### src/pgb_pkg.sv
// Shared types, codes and constants of the proportional glyph row blitter.
package pgb_pkg;

	localparam int DISPLAY_WIDTH      = 128;
	localparam int MAX_GLYPH_WIDTH    = 16;
	localparam int BITMAP_BYTES_DEF   = 4096;
	localparam int GLYPH_COUNT_DEF    = 256;

	localparam int MASK_W   = 16;
	localparam int GWIDTH_W = 5;
	localparam int OFFSET_W = 12;
	localparam int ROW_W    = 5;
	localparam int BPR_W    = 3;

	localparam logic [1:0] CMD_LOAD_GLYPH = 2'd0;
	localparam logic [1:0] CMD_LOAD_BYTE  = 2'd1;
	localparam logic [1:0] CMD_DRAW       = 2'd2;

	localparam logic [2:0] REG_CLIP_LEFT   = 3'd0;
	localparam logic [2:0] REG_CLIP_RIGHT  = 3'd1;
	localparam logic [2:0] REG_TRACKING    = 3'd2;
	localparam logic [2:0] REG_FONT_HEIGHT = 3'd3;
	localparam logic [2:0] REG_DRAW_VALUE  = 3'd4;

	localparam logic signed [11:0] CLIP_LEFT_RST   = 12'sd0;
	localparam logic signed [11:0] CLIP_RIGHT_RST  = 12'sd128;
	localparam logic signed [4:0]  TRACKING_RST    = 5'sd1;
	localparam logic [5:0]         FONT_HEIGHT_RST = 6'd8;
	localparam logic               DRAW_VALUE_RST  = 1'b1;

	typedef struct packed {
		logic [GWIDTH_W-1:0] width;
		logic [OFFSET_W-1:0] offset;
	} glyph_entry_t;

	typedef enum logic [2:0] {
		ST_IDLE,
		ST_LOAD1,
		ST_LOAD2,
		ST_GLYPH,
		ST_ADDR1,
		ST_ADDR2,
		ST_ROWS,
		ST_EMPTY
	} state_t;

endpackage

### src/pgb_glyph_store.sv
// Glyph entry table: width and bitmap start offset per character.
module pgb_glyph_store #(
	parameter int GLYPH_COUNT = pgb_pkg::GLYPH_COUNT_DEF
) (
	input  logic                           clk,
	input  logic                           wr_en,
	input  logic                           rd_en,
	input  logic [$clog2(GLYPH_COUNT)-1:0] addr,
	input  pgb_pkg::glyph_entry_t          wr_data,
	output pgb_pkg::glyph_entry_t          rd_data
);
	import pgb_pkg::*;

	glyph_entry_t mem [GLYPH_COUNT];
	glyph_entry_t rd_data_q;

	always_ff @(posedge clk) begin
		if (wr_en) begin
			mem[addr] <= wr_data;
		end
	end

	always_ff @(posedge clk) begin
		if (rd_en) begin
			rd_data_q <= mem[addr];
		end
	end

	assign rd_data = rd_data_q;

endmodule

### config.mk
export PLATFORM = sky130hd
export DESIGN_NAME = pgb_glyph_store
export DESIGN_NICKNAME = d
export VERILOG_FILES = /design/src/pgb_pkg.sv /design/src/pgb_glyph_store.sv
export SDC_FILE = /design/constraint.sdc
export NUM_CORES = 2
export LEC_CHECK = 0
export BUFFER_PORTS_ARGS = -buffer_cell sky130_fd_sc_hd__buf_2
export CAP_MARGIN = 20
export CORE_MARGIN = 2
export CORE_UTILIZATION = 60
export CTS_BUF_LIST = sky130_fd_sc_hd__clkbuf_8 sky130_fd_sc_hd__clkbuf_16
export DETAILED_ROUTE_END_ITERATION = 7
export PLACE_DENSITY = 0.72
export SLEW_MARGIN = 30
export SYNTH_ARGS = -nofsm -noshare
export SYNTH_HDL_FRONTEND = slang
export SYNTH_MEMORY_MAX_BITS = 65536
export SYNTH_SLANG_ARGS = --single-unit
export TNS_END_PERCENT = 50
### constraint.sdc
create_clock -name clk -period 5.87 [get_ports clk]
set_input_delay 0 -clock clk [delete_from_list [all_inputs] [get_ports clk]]
set_output_delay 0 -clock clk [all_outputs]
set_load 0.02 [all_outputs]
**After elaboration in Yosys (flattened, before gate mapping)**

Memory sizes are Yosys's and may differ from the RTL's. A register that Yosys moved wholly into a read port is not among the register bits.
Index checks and enable logic that the tools add are counted.

- RAM bits: 4352
- Output and inout bits: 17
- Memories: 1
- Bits in registers: 0
- Input bits: 28

Memory list:

| name | depth | width | read ports | clocked after Yosys merged registers in | write ports | RTL line | RTL |
|---|---|---|---|---|---|---|---|
| mem | 256 | 17 | 1 | 1 | 1 | pgb_glyph_store.sv:14 | `glyph_entry_t mem [GLYPH_COUNT];` |

- Multiplexer cells: 2

Operator list:

| operator | count |
|---|---|
| 1-bit two-way mux | 2 |

**Logic depth before layout (Yosys ltp)**

- Word-level depth: 2
- Gate-level depth with buffers: 10
- Gate-level depth less buffers: 5

**Worst setup path after synthesis**

No wires, ideal clock.

- Path kind: in2reg
- From: in addr[1]
- To: mem mem[146][0] (netlist name) (enable)
- Required time: 5458 ps
- Stages on the path: 7
- Path buffers: 5
- Path slack: 3142 ps
- Data arrival time: 2316 ps
- Cell sequence: buf_2 -> buf_2 -> buf_1 -> buf_2 -> nand2b_1 -> clkbuf_1 -> nor3_1

RTL lines:

| item | RTL line | RTL |
|---|---|---|
| from (decl) | pgb_glyph_store.sv:8 | `input logic [$clog2(GLYPH_COUNT)-1:0] addr,` |
| to (decl) | pgb_glyph_store.sv:14 |  |

Straight into the memory's write port.

==> impl_metrics.ini <==
[status]
status = completed

[sta]
slew_viol_final = 0
max_slew_margin_pct = 29.0
period_needed_ns = 3.40
rsz0062_at_grt = false
skew_ns = 0.0671
fin_setup_tns_ns = 0
tightest_slew_ns = 1.06
min_period_over_period_pct = 57.8
max_freq_mhz = 295
report.final.setup_viol = 0
hold_viol_final = 0

[power]
powerDensity_nw_per_um2 = 340
ir_drop_mv = 0.267
power_leakage_nw = 57.7

[grt]
grt_pass1_wl_mm = 604
grt_max_degree = 185
gr-usage-all-layers_pct = 30.7
grt_pass1_vias = 80000
antenna_found_initial = 25
grt-ovfl-total = 0

[clocking]
cts_resized = 0
htreeDepth = 5
clock_latency_ns = 0.98
ctsRootBufferMaster = clkbuf_16
cts_buffer_depth = 4
clock_sink_count = 4369
cts_tree = built
cts_buffers = 421
cts.clk_slew.worst_paths_ns = 0.06

[die]
die_w_um = 529
rows = 192
core_area_um2 = 274000
die_area_um2 = 279000
die_y_um = 529
initial_utilization_pct = 60.3
ioPinCount = 45

[finish]
drive_gt1_share_pct = 28.8
finalInstanceArea_um2 = 186000
layout_commonest_cell = edfxtp_1
final_cell_mix = edfxtp_1, mux4_2, a22oi_1
syn_to_final_growth_pct = 12.9
fillers = 16100
fin_nets = 7622

[route]
viasPerCell = 7.03
ant_nets = 0
drt_wl_total_mm = 426
num_vias = 81100
drtIter0Drc = 13100
wl_per_cell_um = 36.9
first_pass_iters = 7
drc = 0

[logic_synthesis]
syn_area_um2 = 165000
synth_cell_types = 21
ys_seq_elements = 4369
ys_warn_count = 0
ys_async_sr_fraction_pct = 0
synth_nets = 7155
synth_top_cell_by_area = edfxtp_1
synth.avg_cell_area_um2 = 23.2
synth_flop_cell = edfxtp_1
postSynthCellCount = 7127
ys_seq_area_share_pct = 79.5
synth_top_area_share_pct = 79.5
synth_edf_count = 4369
synthTopCellsByArea = edfxtp_1, mux4_2, a22oi_1

[setup_path]
required_ns = 6.53
end_kind = flop
cp.arrival_ns = 4.05
critPathMaxFanout = 76
startpoint_type = primary input
ff2ff_path_depth = 6
setup.worst_path.class = in2reg

[job]
drv_cap = 0

[place]
io_buffers = 44
gp_congestion = 0.847
dpl_cell_area_um2 = 173000
dp_hpwl_mm = 241

[min_path]
hold_depth = 2
hp-class = in2reg
==> metrics by stage <==
stage | std cells | setup slack, ns | hold slack [ns] | total power, mW | utilization [%]
after floorplan | 7127 | 3.14 | 0.0989 | 36.6 | -
after global placement | 10700 | 0.770 | 0.471 | 37.9 | 62.9
after detailed placement | 10700 | 1.56 | 0.480 | 38.0 | 63.1
after CTS | 11500 | 2.55 | 0.0555 | 63.5 | 68.0
after global routing | 11500 | 2.35 | 0.0598 | 64.9 | 68.1
final | 11500 | 2.47 | 0.0654 | 63.4 | 68.1
==> cells in the mapped netlist, drive strengths merged, types with 6 or more instances <==
cell and n:
edfxtp 4369, mux4 1088, a22oi 544, a21oi 272
clkbuf 269, nor2 232, buf 177, o41ai 68
nor3 30, nand2 28, nand4 17, nand3 13
nor2b 7, nand2b 6
==> registers in the layout, summed over array words and instances (netlist names) <==
signal / flops
mem: 4352
rd_data: 17
==> cells by family (layout without fill, tap and decap cells) <==
| logic type | after synthesis | count (layout) | share of synthesized area [%] |
|---|---|---|---|
| DFF | 4369 | 4369 | 79.5 |
| muxes | 1088 | 1088 | 14.8 |
| AOI/OAI and AO/OA | 884 | 884 | 3.66 |
| buffers and inverters | 447 | 1248 | 1.16 |
| and+or+nand+nor | 339 | 339 | 0.858 |
| other | 0 | 17 | 0 |
==> layout make-up <==
cell class	instances	area, µm²	area share [%]
Sequential cell	4369	131000	70.4
Multi-Input combinational cell	2311	33000	17.7
Clock buffer	426	10700	5.72
Timing Repair Buffer	490	4540	2.43
Tap cell	3589	4490	2.41
Clock inverter	331	2550	1.37
Antenna cell	17	42.5	0.0228
Inverter	1	3.75	0.00201
==> metal layers <==
metal	GRT usage, %	up-vias	routed length (µm)
met5	0	-	132
met4	12.0	20	18500
met3	7.40	782	53800
met2	46.0	5734	199000
met1	44.6	42800	155000
li1	-	31700	-
==> path summary, 6_finish.rpt <==
path | from | endpoint | slack [ns]
setup / recovery | addr[0] | rd_data[12] | 2.47
hold reg to reg | mem[231][16] | rd_data[16] | 1.06
hold / removal | wr_data[2] | mem[189][2] | 0.07
setup reg to reg | mem[6][15] | rd_data[15] | 2.66
==> power by group <==
part / internal [mW] / total (mW) / leakage (nW) / switching, mW
Sequential: 34.4 / 34.5 / 39.3 / 0.0542
Combinational: 0.992 / 2.94 / 11.7 / 1.95
Clock: 14.4 / 26.0 / 6.75 / 11.6
Total: 49.8 / 63.4 / 57.7 / 13.6
==> repair_timing <==
item	4_1_cts	5_1_grt
hold endpoints to repair	2139	0
setup buffers	0	0
hold buffers	26	0
==> critical path, cell delays in order <==
cell     delay [ns]
buf_12         0.42
buf_4          0.65
mux4_2         0.58
a22oi_1        0.34
a21oi_1        0.25
o41ai_1        0.96
buf_4          0.33
nand4_1        0.11
No activity file was read; power rests on OpenSTA's default activity.
