[config.mk]
export PLATFORM = sky130hd
export DESIGN_NAME = pgb_addr_mod
export DESIGN_NICKNAME = d
export VERILOG_FILES = /design/src/pgb_pkg.sv /design/src/pgb_addr_mod.sv
export SDC_FILE = /design/constraint.sdc
export NUM_CORES = 1
export LEC_CHECK = 0
export BUFFER_PORTS_ARGS = -buffer_cell sky130_fd_sc_hd__buf_2
export CAP_MARGIN = 25
export CORE_MARGIN = 2
export CORE_UTILIZATION = 35
export CTS_BUF_LIST = sky130_fd_sc_hd__clkbuf_4
export DETAILED_ROUTE_END_ITERATION = 16
export PLACE_DENSITY_LB_ADDON = 0.25
export SYNTH_ARGS = -nofsm -noshare
export SYNTH_HDL_FRONTEND = slang
export SYNTH_SLANG_ARGS = --single-unit
[constraint.sdc]
create_clock -name clk -period 1.09 [get_ports clk]
set_clock_uncertainty 0.1 [all_clocks]
set_input_delay 0.327 -clock clk [delete_from_list [all_inputs] [get_ports clk]]
set_output_delay 0.327 -clock clk [all_outputs]
set_load 0.01 [all_outputs]
[src/pgb_pkg.sv]
// Shared types, codes and constants of the proportional glyph row blitter.
package pgb_pkg;

	localparam int DISPLAY_WIDTH      = 128;
	localparam int MAX_GLYPH_WIDTH    = 16;
	localparam int BITMAP_BYTES_DEF   = 4096;
	localparam int GLYPH_COUNT_DEF    = 256;

	localparam int MASK_W   = 16;
	localparam int GWIDTH_W = 5;
	localparam int OFFSET_W = 12;
	localparam int ROW_W    = 5;
	localparam int BPR_W    = 3;

	localparam logic [1:0] CMD_LOAD_GLYPH = 2'd0;
	localparam logic [1:0] CMD_LOAD_BYTE  = 2'd1;
	localparam logic [1:0] CMD_DRAW       = 2'd2;

	localparam logic [2:0] REG_CLIP_LEFT   = 3'd0;
	localparam logic [2:0] REG_CLIP_RIGHT  = 3'd1;
	localparam logic [2:0] REG_TRACKING    = 3'd2;
	localparam logic [2:0] REG_FONT_HEIGHT = 3'd3;
	localparam logic [2:0] REG_DRAW_VALUE  = 3'd4;

	localparam logic signed [11:0] CLIP_LEFT_RST   = 12'sd0;
	localparam logic signed [11:0] CLIP_RIGHT_RST  = 12'sd128;
	localparam logic signed [4:0]  TRACKING_RST    = 5'sd1;
	localparam logic [5:0]         FONT_HEIGHT_RST = 6'd8;
	localparam logic               DRAW_VALUE_RST  = 1'b1;

	typedef struct packed {
		logic [GWIDTH_W-1:0] width;
		logic [OFFSET_W-1:0] offset;
	} glyph_entry_t;

	typedef enum logic [2:0] {
		ST_IDLE,
		ST_LOAD1,
		ST_LOAD2,
		ST_GLYPH,
		ST_ADDR1,
		ST_ADDR2,
		ST_ROWS,
		ST_EMPTY
	} state_t;

endpackage

[src/pgb_addr_mod.sv]
// Two-stage reduction of a 12-bit byte address modulo the bitmap size.
module pgb_addr_mod #(
	parameter int BITMAP_BYTES = pgb_pkg::BITMAP_BYTES_DEF
) (
	input  logic                            clk,
	input  logic [11:0]                     value,
	output logic [$clog2(BITMAP_BYTES)-1:0] result
);
	import pgb_pkg::*;

	localparam int AW = $clog2(BITMAP_BYTES);
	localparam int SH = 24;
	localparam logic [16:0] RECIP = 17'((32'd1 << SH) / BITMAP_BYTES);

	logic [28:0] prod;
	logic [11:0] value_s1;
	logic [4:0]  quot_s1;
	logic [22:0] rem_raw;
	logic [22:0] rem_fix;
	logic [AW-1:0] result_s2;

	assign prod = 29'(value) * 29'(RECIP);

	always_ff @(posedge clk) begin
		value_s1 <= value;
		quot_s1  <= prod[28:24];
	end

	always_comb begin
		rem_raw = 23'(value_s1) - 23'(quot_s1) * 23'(BITMAP_BYTES);
		rem_fix = (rem_raw >= 23'(BITMAP_BYTES)) ? rem_raw - 23'(BITMAP_BYTES) : rem_raw;
	end

	always_ff @(posedge clk) begin
		result_s2 <= rem_fix[AW-1:0];
	end

	assign result = result_s2;

endmodule

-- After elaboration in Yosys (flattened, before gate mapping)
Cells that the tools add are included.
- output and inout bits: 12
- bits in registers: 24
- bits of input ports: 13
- logic and storage cells: 5
- add/subtract/negate cells: 1
- $lt $le $gt $ge: 1
- muxes and demuxes: 1
- operator list (operator ; count):
    >= comparator 12 x 13 -> 1 bit, second input constant ; 1
    two-way mux 12 bit ; 1
    subtractor 12 x 1 -> 12 bit, second input constant ; 1

-- Depth between registers and ports, before layout
Gate-level depths: netlist (run 1).
- depth in word-level cells: 2
- depth in mapped cells: 0
- depth with buffers taken out: 0

-- Worst setup path after synthesis (run 1)
No wires, ideal clock.
- path kind: reg2out
- start point: register result_s2[0] (netlist: result[0])
- end point: output result[0]
- stages on the path, launching flop included: 1
- buffers on the path: 0
- arrival: 0.331 ns
- data required time: 0.663 ns
- setup slack: 0.332 ns
- cell sequence: dfxtp_1
- RTL lines (element ; RTL line ; text):
    from (decl) ; pgb_addr_mod.sv:20 ; logic [AW-1:0] result_s2;
    from (signal assigned) ; pgb_addr_mod.sv:35 ; result_s2 <= rem_fix[AW-1:0];
    to (decl) ; pgb_addr_mod.sv:7 ; output logic [$clog2(BITMAP_BYTES)-1:0] result
No word-level cell between the ends.

-- Final worst setup path (run 1)
- start point: register result_s2[7] (netlist: result[7])
- end point: output result[7]
No word-level cell between the ends.

==> impl_results.md, run 1 <==
- Critical Path End Type: output port
- DRC errors left: 0
- Synth cell types: 1
- CTS sink cnt: 24
- Critical Path RT: 660 ps
- Clk slew on worst S/H paths: 120 ps
- Vias in the first global route: between 200 and 250
- Buf/Inv on CP: 1
- Max layer used: met3
- Met1 Wirelength: 217 um
- WL/cell: 8.387 um
- Violations in the final reports: setup timing
- Share of layout cells above drive strength 1: about 55%
- Most frequent cells in the layout: buf_2, dfxtp_1, dlygate4sd3_1
- Crit path max fanout: 1
- Max-slew violations: 0
- Die area: 0.001685 mm2
- Ant. Diodes: 0
- Critical path's slowest cell: dfxtp_1
- Max-Cap Viols: 0
- Setup violations, final: 12
- Synth warn: 0
- Pwr per Cell Area: 2058 mW/mm2
- CTS max path bufs: 2
- Ratio of final minimum period to clock period: 108.0%
- Root Driver: clkbuf_4
- Area grow syn2layout: 64.32%
- First-pass GRT wire length: 814 um
- CTS tree: done
- Hold Path Cell Cnt: 1
- FF+latch area: 486.7 um2
- Clock latency on the worst-skew pair: approximately 300 ps
- Status: finished, violations left
- Ports: 25
- Syn Inst Count: 24
- Area occupied by multi-input gates: 0 um2
- Placer Congestion: 0.5447
- Avg Inst Size Synth: roughly 20 um2
- Core Area: 0.001285 mm2
- Initial DRC Count: 0
- Largest net degree at the start of global routing: 15
- PortBufs: 24
- Final #Nets: 74
- Delay-heaviest family, CP: flip-flops
- Worst Hold Class: in2reg
- WHS: between 20 and 30 ps
- Die Ht: 41.05 um
- Row count: 13
- Synthesized flop and latch total: 24
- Mapped Area: 480.5 um2
- Fill cell count: about 110
- Final setup margin: -86.95 ps
- Peak per-stage delay on the critical path: 330 ps
- Die W: 41.05 um
- Gr usage total: 8.513%
- Overflow after GRT: 0
- Syn_nets: 37
- Multi-In Gates: 0
- Slew HR: 92.00%
- RSZ-0062 raised after global routing: yes
- DRT antenna net count: 0
- Max Fclk: 849.7 MHz
- Final hold viol count: 0
- Initial antenna violation count: 0
- CP Depth: 1
- Pre-antenna DRT Iters: 1
- Post-synthesis sequential area ratio: between 90% and 100%
- Tot Pwr: 1625 uW
- Initial core utilization: 37.39%
- CP Data Arrival Time: 750 ps
- Crit start category: flip-flop
- Reg2Reg Depth: 0
- Vias: between 200 and 300
- Setup CP Type: reg2out
- Drt via density: 3.787
- Met3 WL: 72 um
- VDD IR-drop max: 2.224 mV
- Fin crit period: ~1200 ps
- Leakage: about 0.00037 uW
- Worst slew pin tran: about 120 ps
- WL final: 629 um
- Met2 routed WL: roughly 340 um
- CTS buffer count: 3
- H-tree Lvls: 1
- Worst path cell trace: buf_2
[power by group]
group	leakage, uW	switching [uW]	internal [uW]
Combinational	0.000138	27.6	59.3
Clock	0.0000279	229	372
Sequential	0.000203	11.4	926
Total	0.000369	268	1360
[cell families after synthesis]
logic type | after synthesis | synth area share (%)
flip-flops | 24 | 100.0
[registers in the layout (all words and copies together) (netlist names)]
name and count:
value_s1 12, result 12
[synthesized netlist by cell type, drive strengths merged]
cell type | n | area share (%)
dfxtp | 24 | 100
[metal layers]
layer,up-vias,global-route usage [%]
met3,0,9.783
li1,145,-
met2,16,16.41
met4,0,2.500
met5,-,0
met1,123,4.040
[timing repair]
action | in CTS | in global routing
gates resized for setup | 2 | 8
endpoints found under the setup margin | 12 | 12
endpoints found under the hold margin | 0 | 8
setup buffers | 0 | 0
hold buffers | 0 | 8
[per-stage QoR]
step | std cells | worst slack (ps) | instance area, um2 | utilization, % | setup TNS, ps
after floorplan | 24 | 332.2 | 480.5 | - | 0
after global routing | 75 | -156.6 | 789.5 | 61.44 | -1593
after global placement | 63 | 259.0 | 619.3 | 48.20 | 0
after CTS | 67 | -110.0 | 679.4 | 52.87 | -1170
after detailed placement | 63 | 242.9 | 619.3 | 48.20 | 0
final | 75 | -86.95 | 789.5 | 61.44 | -932.3
[path summary, 6_finish.rpt]
kind | start | to | slack [ps]
worst max-delay path | result[7] | result[7] | -90
worst min-delay path | value[11] | value_s1[11] | 30
worst max register to register | value_s1[4] | result[4] | 580
worst min register to register | value_s1[3] | result[3] | 230
[final cells by class]
class | count | share of cell area (%)
Sequential cell | 24 | 61.65
Tap cell | 15 | 2.377
Timing Repair Buffer | 32 | 29.32
Clock buffer | 3 | 2.853
Clock inverter | 1 | 3.803
Note: power is estimated with default switching activity, not from simulation.
==> run 2, diff against run 1 <==
--- a/constraint.sdc
+++ b/constraint.sdc
@@ -4,2 +4,2 @@
 set_output_delay 0.327 -clock clk [all_outputs]
-set_load 0.01 [all_outputs]
+set_load 0.02 [all_outputs]
==> run 2 against run 1 <==
Compared with the run above:
- the flow still finishes with violations (setup timing)
- sequential share of layout area down 4.2 points
- clock power about the same
- setup slack worse by 7.4 ps
- critical path type unchanged
- critical endpoint is now result[1]
- largest power group unchanged
- highest routed layer unchanged
==> impl_results.md, run 2 (synthesis gave the netlist of run 1 again) <==
- Post-route cell area: 862.1 um2
- CP Depth: 1
- Overflow after GRT: 0
- Die W: about 41 um
- Crit path from: result[1]
- Final #Nets: 76
- Worst Hold Class: in2reg
- Slew HR: 92.06%
- Multi-In Gates: 0
- Hold EP: value_s1[6]
- Crit path max fanout: 1
- Hold Path Cell Cnt: 1
- R2R Setup Slk: 580 ps
- Ratio of final minimum period to clock period: 108.7%
- Share of layout cells above drive strength 1: 64.52%
- Root Driver: clkbuf_4
- Drt via density: between 3 and 4
- Ports: 25
- Ant. Diodes: 0
- WL/cell: between 8 and 9 um
- Reg2Reg Depth: 0
- Most frequent cells in the layout: buf_2, buf_6, dfxtp_2, dfxtp_1, dlygate4sd3_1
- PortBufs: 24
- Critical Path End Type: output port
- FF-to-FF End: result[8]
- Post-DP Area: 619.3 um2
- Placer Congestion: 0.5456
- Post-CTS Setup Bufs: 0
- Dpl ws: 217.4 ps
- H-tree Lvls: 1
- Worst slew pin tran: 119.1 ps
- RSZ-0062 raised after global routing: yes
- VDD IR-drop max: 2.199 mV
- Non-Filler Instances: 77
- Comb power frac: 7.6%
- Area grow syn2layout: 79.43%
- Max-Cap Viols: 0
- Sequential power share: 56.4%
- WL final: 657 um
- Final Util: around two thirds
- Critical Path RT: between 600 and 700 ps
- CTS tree: done
- Crit start category: flip-flop
- Row count: 13
- Critical path's slowest cell: dfxtp_2
- CTS max path bufs: 2
- Clock share of power: 36.0%
- Switching Fraction: 17.35%
- Vias in the first global route: 219
- Die area: ~0.0017 mm2
- Placed instance count: 63
- Clk slew on worst S/H paths: roughly 120 ps
- CP Data Arrival Time: 760 ps
- Setup CP Type: reg2out
- Reg2reg start: value_s1[8]
- Status: finished, violations left
- Final hold viol count: 0
- Fin crit period: 1184 ps
- Peak per-stage delay on the critical path: 340 ps
- DRT antenna net count: 0
- Area occupied by multi-input gates: 0 um2
- Final setup margin: -94.33 ps
- Die Ht: 41.05 um
- Internal Pwr Total: roughly 1400 uW
- Initial DRC Count: 0
- Violations in the final reports: setup timing
- Largest net degree at the start of global routing: 15
- Min-delay src: value[6]
- Initial antenna violation count: 0
- Max Fclk: 844.4 MHz
- Setup violations, final: 12
- Leakage: just under 0.0004 uW
- Vias: 289
- First-pass GRT wire length: approximately 770 um
- Core Area: ~0.0013 mm2
- Initial core utilization: ~37%
- CTS sink cnt: 24
- Worst path cell trace: buf_6
- Pre-antenna DRT Iters: 1
- Delay-heaviest family, CP: flip-flops
- Clock latency on the worst-skew pair: 300 ps
- NetSw: about 290 uW
- CTS buffer count: 3
- Buf/Inv on CP: 1
- Max-slew violations: 0
- DRC errors left: 0
- Gr usage total: 8.419%
- Pwr per Cell Area: 1937 mW/mm2
-- run 2: cell count changes in the layout (fill, tap and decap cells not counted), sizes merged --
cell,before,now
dlygate4sd3,8,10
-- run 2: worst max path at each step --
stage,endpoint,slack [ps]
2_1_floorplan,result[0],270
3_3_place_gp,result[3],230
3_5_place_dp,result[3],220
4_1_cts,result[1],-110
5_1_grt,result[1],-150
6_report,result[1],-90
-- run 2: final cells by class --
type,count,area (um2)
Sequential cell,24,495.5
Fill cell,91,422.9
Timing Repair Buffer,34,295.3
Clock inverter,1,30.03
Clock buffer,3,22.52
Tap cell,15,18.77
-- run 2: power groups by stage --
stage                     combinational [uW]  sequential, uW  clock [uW]
after global placement                  71.7             951           0
final                                    127             942         601
after global routing                     135             948         661
after CTS                               99.4             943         625
after detailed placement                72.7             953           0
after floorplan                            0             983           0
-- run 2: per-layer routing --
layer / up-vias / track usage (%) / wire [um]
met2: 16 / 16.41 / 386
li1: 149 / - / -
met3: 0 / 9.783 / 65
met4: 0 / 2.500 / 0
met5: - / 0 / 0
met1: 124 / 3.729 / 205
-- run 2: stage by stage --
step / TNS, ps / hold slack, ps / total power [uW]
2_1_floorplan: 0 / 209.6 / 983.4
3_3_place_gp: 0 / 210.4 / 1023
3_5_place_dp: 0 / 212.1 / 1026
4_1_cts: -1265 / 2.418 / 1668
5_1_grt: -1631 / 2.357 / 1744
6_report: -1057 / 24.53 / 1670
-- run 2: repair_timing --
action                     4_1_cts  5_1_grt
resized for setup               36        0
setup endpoints to repair       12       12
hold buffers                     0       10
hold endpoints to repair         0       10
